===== src/sv/purchase_overlap_nearest_client_unit_macros.svh =====
// Assertion helpers for the top-level RTL file.
// Both sample on clk and are switched off while rst_n is low.
`ifndef PURCHASE_OVERLAP_NEAREST_CLIENT_UNIT_MACROS_SVH
`define PURCHASE_OVERLAP_NEAREST_CLIENT_UNIT_MACROS_SVH

// same-cycle implication
`define PONC_ASSERT_IMP(name, ante, cons, msg) \
  name: assert property (@(posedge clk) disable iff (!rst_n) (ante) |-> (cons)) \
    else $error(msg);

// next-cycle implication
`define PONC_ASSERT_NXT(name, ante, cons, msg) \
  name: assert property (@(posedge clk) disable iff (!rst_n) (ante) |=> (cons)) \
    else $error(msg);

`endif


===== src/sv/ponc_pkg.sv =====
package ponc_pkg;

  localparam int NUM_CLIENTS  = 64;
  localparam int NUM_PRODUCTS = 256;
  localparam int CLIENT_W     = 6;
  localparam int PRODUCT_W    = 8;
  localparam int COUNT_W      = 9;
  localparam int CC_W         = 7;
  localparam int PC_W         = 9;
  localparam int CFG_DATA_W   = 9;
  localparam int CFG_IDX_W    = 1;

  localparam logic [1:0] CMD_CLEAR   = 2'd0;
  localparam logic [1:0] CMD_ADD     = 2'd1;
  localparam logic [1:0] CMD_NEAREST = 2'd2;
  localparam logic [1:0] CMD_PAIR    = 2'd3;

  localparam logic [CFG_IDX_W-1:0] CFG_CLIENT_COUNT  = 1'b0;
  localparam logic [CFG_IDX_W-1:0] CFG_PRODUCT_COUNT = 1'b1;

  typedef struct packed {
    logic [1:0]           command;
    logic [CLIENT_W-1:0]  client;
    logic [CLIENT_W-1:0]  other_client;
    logic [PRODUCT_W-1:0] product;
  } in_item_t;

  typedef struct packed {
    logic [CLIENT_W-1:0] match_client;
    logic [COUNT_W-1:0]  shared_count;
    logic [COUNT_W-1:0]  own_count;
    logic                has_match;
    logic                status;
  } out_item_t;

  // single-port request to the purchase store
  typedef struct packed {
    logic                   rd_en;
    logic                   wr_en;
    logic [PRODUCT_W-1:0]   addr;
    logic [NUM_CLIENTS-1:0] wdata;
  } mem_req_t;

  typedef struct packed {
    logic clr;
    logic acc;
    logic shift;
  } lane_ctl_t;

endpackage


===== src/sv/ponc_lanes.sv =====
module ponc_lanes (
  input  logic                             clk,
  input  ponc_pkg::lane_ctl_t              ctl,
  input  logic [ponc_pkg::NUM_CLIENTS-1:0] mask,
  output logic [ponc_pkg::COUNT_W-1:0]     head
);

  // per-client overlap counters; shifted towards lane 0 for the scan
  logic [ponc_pkg::COUNT_W-1:0] cnt_r [0:ponc_pkg::NUM_CLIENTS-1];

  for (genvar i = 0; i < ponc_pkg::NUM_CLIENTS; i++) begin : g_lane
    always_ff @(posedge clk) begin
      if (ctl.clr) begin
        cnt_r[i] <= '0;
      end else if (ctl.acc) begin
        cnt_r[i] <= cnt_r[i] + ponc_pkg::COUNT_W'(mask[i]);
      end else if (ctl.shift) begin
        if (i == ponc_pkg::NUM_CLIENTS - 1) begin
          cnt_r[i] <= '0;
        end else begin
          cnt_r[i] <= cnt_r[(i + 1) % ponc_pkg::NUM_CLIENTS];
        end
      end
    end
  end

  assign head = cnt_r[0];

endmodule


===== config.mk =====
export PLATFORM = sky130hd
export DESIGN_NAME = ponc_lanes
export DESIGN_NICKNAME = d
export VERILOG_FILES = /design/src/sv/purchase_overlap_nearest_client_unit_macros.svh /design/src/sv/ponc_pkg.sv /design/src/sv/ponc_lanes.sv
export SDC_FILE = /design/constraint.sdc
export NUM_CORES = 1
export LEC_CHECK = 0
export ABC_AREA = 1
export BUFFER_PORTS_ARGS = -buffer_cell sky130_fd_sc_hd__buf_2
export CORE_ASPECT_RATIO = 0.5
export CORE_MARGIN = 1.5
export CORE_UTILIZATION = 50
export DETAILED_ROUTE_END_ITERATION = 10
export PLACE_DENSITY_LB_ADDON = 0.08
export SKIP_CTS_REPAIR_TIMING = 1
export SLEW_MARGIN = 20
export SYNTH_ARGS = -nofsm -noshare
export SYNTH_HDL_FRONTEND = slang
export SYNTH_SLANG_ARGS = --single-unit

===== constraint.sdc =====
create_clock -name clk -period 17.5 [get_ports clk]
set_input_delay 1.75 -clock clk [delete_from_list [all_inputs] [get_ports clk]]
set_output_delay 1.75 -clock clk [all_outputs]
set_load 0.01 [all_outputs]

Word level (Yosys, flattened, before mapping)
Memories as Yosys holds them, arrays and structs flattened.
Index checks and enable logic that the tools add are counted.
{"block": "op_classes", "add_sub_neg": 64, "bitwise": 128, "muxes": 137}
{"cell": "$mux W9", "n": 128}
{"cell": "$add A9 B1 Y9", "n": 64}
{"cell": "$or A1 B1 Y1", "n": 128}
{"cell": "$mux W1", "n": 9}
{"block": "totals", "n_memories": 1, "in_bits": 68, "ff_bits": 0, "word_cells": 330, "ram_bits": 576, "out_inout_bits": 9}
{"memory": "cnt_r", "words": 64, "word_bits": 9, "read_ports": 64, "rd_ports_with_merged_regs": 0, "write_ports": 64, "line": "ponc_lanes.sv:9", "source": "logic [ponc_pkg::COUNT_W-1:0] cnt_r [0:ponc_pkg::NUM_CLIENTS-1];"}

Depth between registers and ports, before layout
{"block": "depth", "word_depth": 5, "depth_mapped": 8, "depth_no_buf": 8}

Worst setup path before layout
No wires, ideal clock.
{"block": "synth_path", "path_type": "input -> register", "start": "in ctl[1] in the netlist's numbering", "end": "mem cnt_r[0][0] in the netlist's numbering, enable pin", "t_required_ps": 13438, "setup_ps": 4062, "cell_stages": 5, "t_arrival_ps": 11336, "slack_ps": 2101, "cell_sequence": "nor2_2 nand2_2 buf_2 buf_2 nand2_1"}
{"item": "from (decl)", "line": "ponc_lanes.sv:3", "source": "input ponc_pkg::lane_ctl_t ctl,"}
{"item": "to (decl)", "line": "ponc_lanes.sv:9"}

==> impl_metrics.prom <==
# TYPE chip_impl_metric gauge
chip_impl_metric{name="num-nets-final",unit=""} 4544
chip_impl_metric{name="fillCellCount",unit=""} 6341
chip_impl_metric{name="worst-r2r-cell-count",unit=""} 7
chip_impl_info{name="synth_area_leader_cell",value="sky130_fd_sc_hd__edfxtp_1"} 1
chip_impl_metric{name="synth-xor-area-share",unit="%"} 0
chip_impl_metric{name="gp_routability_congestion",unit=""} 0.8302
chip_impl_metric{name="i_o_buffers",unit=""} 76
chip_impl_metric{name="ff2ff_setup_slack",unit="ns"} 15.72
chip_impl_metric{name="num_antenna_cells",unit=""} 0
chip_impl_info{name="critical_path.most_common_cell",value="sky130_fd_sc_hd__nand2_4"} 1
chip_impl_metric{name="dp_hpwl",unit="um"} 49870
chip_impl_info{name="layout_top_registers",value="cnt_r: 576 flops"} 1
chip_impl_info{name="timing.critical_path.slowest_stage_cell",value="sky130_fd_sc_hd__nand2_4"} 1
chip_impl_metric{name="ys_types",unit=""} 26
chip_impl_metric{name="worst_path_largest_cell_delay",unit="ns"} 0.93
chip_impl_metric{name="cts.htree.levels",unit=""} 2
chip_impl_metric{name="initial_core_util",unit="%"} 51.16
chip_impl_metric{name="placement.cell_area",unit="um2"} 35580
chip_impl_metric{name="grt.total_usage",unit="%"} 21.66
chip_impl_metric{name="p_int",unit="mW"} 2.470
chip_impl_metric{name="clk-insertion-delay-late",unit="ns"} 0.61
chip_impl_metric{name="sequential_cell_area",unit="um2"} 17300
chip_impl_metric{name="power.leakage",unit="nW"} 16.44
chip_impl_metric{name="die_footprint",unit="um2"} 71000
chip_impl_metric{name="drc_violations_left",unit=""} 0
chip_impl_metric{name="synth_sequential_area_ratio",unit="%"} 49.91
chip_impl_info{name="yosys-top-cells-area",value="sky130_fd_sc_hd__edfxtp_1 (50%), sky130_fd_sc_hd__nand2_1 (18%), sky130_fd_sc_hd__nand3_1 (7.6%), sky130_fd_sc_hd__inv_1 (5.5%), sky130_fd_sc_hd__ha_1 (4.6%)"} 1
chip_impl_info{name="timing.setup.critical_path_class",value="in -> reg"} 1
chip_impl_metric{name="postLayoutCellArea",unit="um2"} 37330
chip_impl_info{name="top_register",value="cnt_r"} 1
chip_impl_metric{name="postRouteAntennaNets",unit=""} 0
chip_impl_metric{name="cts.path.max_buffers",unit=""} 3
chip_impl_metric{name="ioPinCount",unit=""} 77
chip_impl_metric{name="path_buf_inv",unit=""} 3
chip_impl_metric{name="multi_input_comb_area",unit="um2"} 14700
chip_impl_metric{name="maximum_number_of_pins_on_one_net_before_global_route_repair",unit=""} 194
chip_impl_metric{name="synth_fa_ha_area_share",unit="%"} 4.621
chip_impl_info{name="r2r_start",value="cnt_r[33][0]$_DFFE_PP_"} 1
chip_impl_info{name="outcome",value="complete, no violations"} 1
chip_impl_metric{name="fin_crit",unit="ns"} 5.094
chip_impl_metric{name="seq_power_share",unit="%"} 53.7
chip_impl_metric{name="synth.area.mux_share",unit="%"} 0
chip_impl_metric{name="fin_setup_tns",unit="ns"} 0
chip_impl_info{name="hold_start",value="cnt_r[47][0]$_DFFE_PP_"} 1
chip_impl_metric{name="timing.slew.headroom",unit="%"} 23.41
chip_impl_info{name="min_path_type",value="reg -> reg"} 1
chip_impl_metric{name="synthesis.yosys.warnings",unit=""} 0
chip_impl_metric{name="drive_gt1_share",unit="%"} 4.036
chip_impl_metric{name="whs_path_depth",unit=""} 1
chip_impl_metric{name="routed_wirelength",unit="um"} 77360
chip_impl_metric{name="dr.first_iter.drc_count",unit=""} 2220
chip_impl_metric{name="synth.ff_latch_count",unit=""} 576
chip_impl_metric{name="floorplan.core_area",unit="um2"} 67740
chip_impl_metric{name="fin_skew",unit="ns"} 0.01061
chip_impl_metric{name="area_fraction_in_and_or_nand_and_nor_cells_after_synthesis",unit="%"} 28.75
chip_impl_metric{name="die_height",unit="um"} 189.2
chip_impl_metric{name="timing.critical_path.fanout_max",unit=""} 177
chip_impl_metric{name="finalHoldViolations",unit=""} 0
chip_impl_info{name="cts_root_buffer",value="sky130_fd_sc_hd__clkbuf_16"} 1
chip_impl_metric{name="area_overhead_vs_synth",unit="%"} 7.715
chip_impl_metric{name="drtPass1Iterations",unit=""} 5
chip_impl_info{name="crit_path_start_kind",value="input port"} 1
chip_impl_metric{name="flip_flop_count_of_the_largest_register_after_layout",unit=""} 576
chip_impl_metric{name="route.detailed.wl_per_inst",unit="um"} 14.64
chip_impl_info{name="crit_chain",value="buf_2 > nor2_2 > nand2_4 > nand2_4 > buf_12 > buf_4"} 1
chip_impl_metric{name="synthesis.area_per_instance",unit="um2"} 8.018
chip_impl_info{name="tritoncts",value="done"} 1
chip_impl_info{name="regToRegEndpoint",value="cnt_r[33][4]$_DFFE_PP_"} 1
chip_impl_metric{name="finalSetupViolations",unit=""} 0
chip_impl_info{name="hold_end",value="cnt_r[46][0]$_DFFE_PP_"} 1
chip_impl_info{name="synth_top_family_by_area",value="simple AND/OR/NAND/NOR gates"} 1
chip_impl_metric{name="postSynthCellCount",unit=""} 4322
chip_impl_metric{name="power_share_of_the_clock_group",unit="%"} 36.5
chip_impl_metric{name="final_slew_viol_count",unit=""} 0
chip_impl_metric{name="timing.final.crit_share",unit="%"} 29.11
chip_impl_metric{name="gr-total-overflow",unit=""} 0
chip_impl_metric{name="fp-row-count",unit=""} 67
chip_impl_metric{name="synth.cell_area",unit="um2"} 34660
chip_impl_metric{name="number_of_global_route_vias_before_repair",unit=""} 26570
chip_impl_metric{name="cts_sinks",unit=""} 576
chip_impl_metric{name="worst-endpoint-required",unit="ns"} 17.73
chip_impl_metric{name="ir_drop",unit="mV"} 0.06690
chip_impl_metric{name="drv.max_cap_violation_count",unit=""} 0
chip_impl_metric{name="global_route_wire_length_before_repair",unit="um"} 129700
chip_impl_metric{name="clock.fmax",unit="GHz"} 0.1963
chip_impl_metric{name="num_vias",unit=""} 28090
chip_impl_metric{name="clk_pin_slew",unit="ns"} 0.07
chip_impl_info{name="worstSetupEndpointType",value="flip-flop"} 1
chip_impl_metric{name="tritoncts.num_buffers",unit=""} 55
chip_impl_metric{name="synthDominantCellAreaShare",unit="%"} 49.91
chip_impl_metric{name="synthesized_area_fraction_occupied_by_ao_oa_aoi_and_oai_cells",unit="%"} 9.001
chip_impl_metric{name="combPwrFrac",unit="%"} 9.8
chip_impl_metric{name="initial_antenna_violation_count",unit=""} 0
chip_impl_metric{name="power.net_switching",unit="uW"} 885.6
chip_impl_info{name="grt_setup_unrepaired",value="false"} 1
chip_impl_metric{name="tightestPinTransition",unit="ns"} 1.149
chip_impl_metric{name="finalWorstSetupSlack",unit="ns"} 12.41
chip_impl_metric{name="power-per-cell-area",unit="nW/um2"} 89.88
chip_impl_info{name="cp_top_family",value="simple AND/OR/NAND/NOR gates"} 1
chip_impl_metric{name="worstPathArrival",unit="ns"} 5.33
chip_impl_metric{name="swShare",unit="%"} 26.39
chip_impl_metric{name="vias_per_cell",unit=""} 5.316
chip_impl_metric{name="floorplan.die.width",unit="um"} 375.3
chip_impl_metric{name="dpl_worst_slack",unit="ns"} 11.67
chip_impl_metric{name="synth_nets",unit=""} 4518
chip_impl_metric{name="final_core_util",unit="%"} 55.11
==> per-stage QoR <==
step | hold WS (ns) | cells | total power [mW]
after floorplan | 0.5414 | 4322 | 2.084
after global placement | 0.5469 | 5188 | 2.150
after detailed placement | 0.5592 | 5188 | 2.160
after CTS | 0.5735 | 5283 | 3.389
after global routing | 0.5845 | 5283 | 3.515
final | 0.5698 | 5283 | 3.355
==> routing by layer <==
layer	track usage, %	vias up	wire length, um
li1	-	14430	-
met4	4.391	0	1164
met5	0	-	0
met3	2.716	92	3184
met1	30.73	13080	37480
met2	35.85	478	35530
==> worst max-delay path by stage <==
stage	from	end	slack (ns)	cells after the start
after detailed placement	ctl[1]	cnt_r[20][0]$_DFFE_PP_	11.67	6
after global placement	ctl[1]	cnt_r[12][2]$_DFFE_PP_	11.65	6
final	ctl[1]	cnt_r[16][1]$_DFFE_PP_	12.41	6
after global routing	ctl[1]	cnt_r[14][2]$_DFFE_PP_	12.14	6
after CTS	ctl[1]	cnt_r[14][0]$_DFFE_PP_	12.30	6
after floorplan	ctl[1]	cnt_r[0][0]$_DFFE_PP_	2.10	5
==> power groups by stage <==
stage               Sequential, mW  Combinational, mW  Clock [mW]
finish                        1.80              0.330        1.22
CTS                           1.80              0.335        1.25
detailed placement            1.83              0.334           0
floorplan                     1.83              0.257           0
global route                  1.82              0.387        1.31
global placement              1.83              0.324           0
==> cell usage in the layout, fill, tap and decap left out, drive strengths merged <==
cell	netlist	routed
nand2	1640	1640
edfxtp	576	576
nand3	525	525
inv	511	510
o21ai	305	305
nor2	304	304
ha	128	128
a22o	126	126
buf	111	94
clkbuf	14	65
o22ai	46	46
clkinv	0	23
a21oi	16	16
o31ai	12	12
bufinv	0	6
o21bai	2	2
nand4	2	2
clkinvlp	0	2
nor3b	1	1
nor3	1	1
a2bb2oi	1	1
o211ai	1	1
==> cell families (layout without fill, tap and decap cells) <==
logic type,after synthesis,after routing
and+or+nand+nor,2473,2473
adders and majority gates,128,128
DFF,576,576
AOI/OAI and AO/OA,509,509
buffers and inverters,636,700
==> cells in the mapped netlist <==
cell type,n
sky130_fd_sc_hd__nor2_4,1
sky130_fd_sc_hd__inv_2,3
sky130_fd_sc_hd__nor3_1,1
sky130_fd_sc_hd__a21oi_1,16
sky130_fd_sc_hd__o21ai_0,290
sky130_fd_sc_hd__a2bb2oi_1,1
sky130_fd_sc_hd__o21bai_1,2
sky130_fd_sc_hd__nand3_1,525
sky130_fd_sc_hd__o211ai_1,1
sky130_fd_sc_hd__nand2_2,1
sky130_fd_sc_hd__nor2_1,302
sky130_fd_sc_hd__buf_6,4
sky130_fd_sc_hd__o22ai_1,46
sky130_fd_sc_hd__o31ai_1,12
sky130_fd_sc_hd__buf_2,57
sky130_fd_sc_hd__inv_1,508
sky130_fd_sc_hd__a22o_1,126
sky130_fd_sc_hd__ha_1,128
sky130_fd_sc_hd__nor2_2,1
sky130_fd_sc_hd__buf_4,50
sky130_fd_sc_hd__nand4_1,2
sky130_fd_sc_hd__nand2_1,1639
sky130_fd_sc_hd__o21ai_1,15
sky130_fd_sc_hd__edfxtp_1,576
sky130_fd_sc_hd__clkbuf_1,14
sky130_fd_sc_hd__nor3b_1,1
==> layout make-up <==
cell class	count	share of cell area, %
Sequential cell	576	46.33
Multi-Input combinational cell	3110	39.37
Inverter	511	5.162
Clock buffer	65	3.901
Tap cell	897	3.007
Timing Repair Buffer	94	1.448
Clock inverter	30	0.7810
Note: power is estimated with default switching activity, not from simulation.
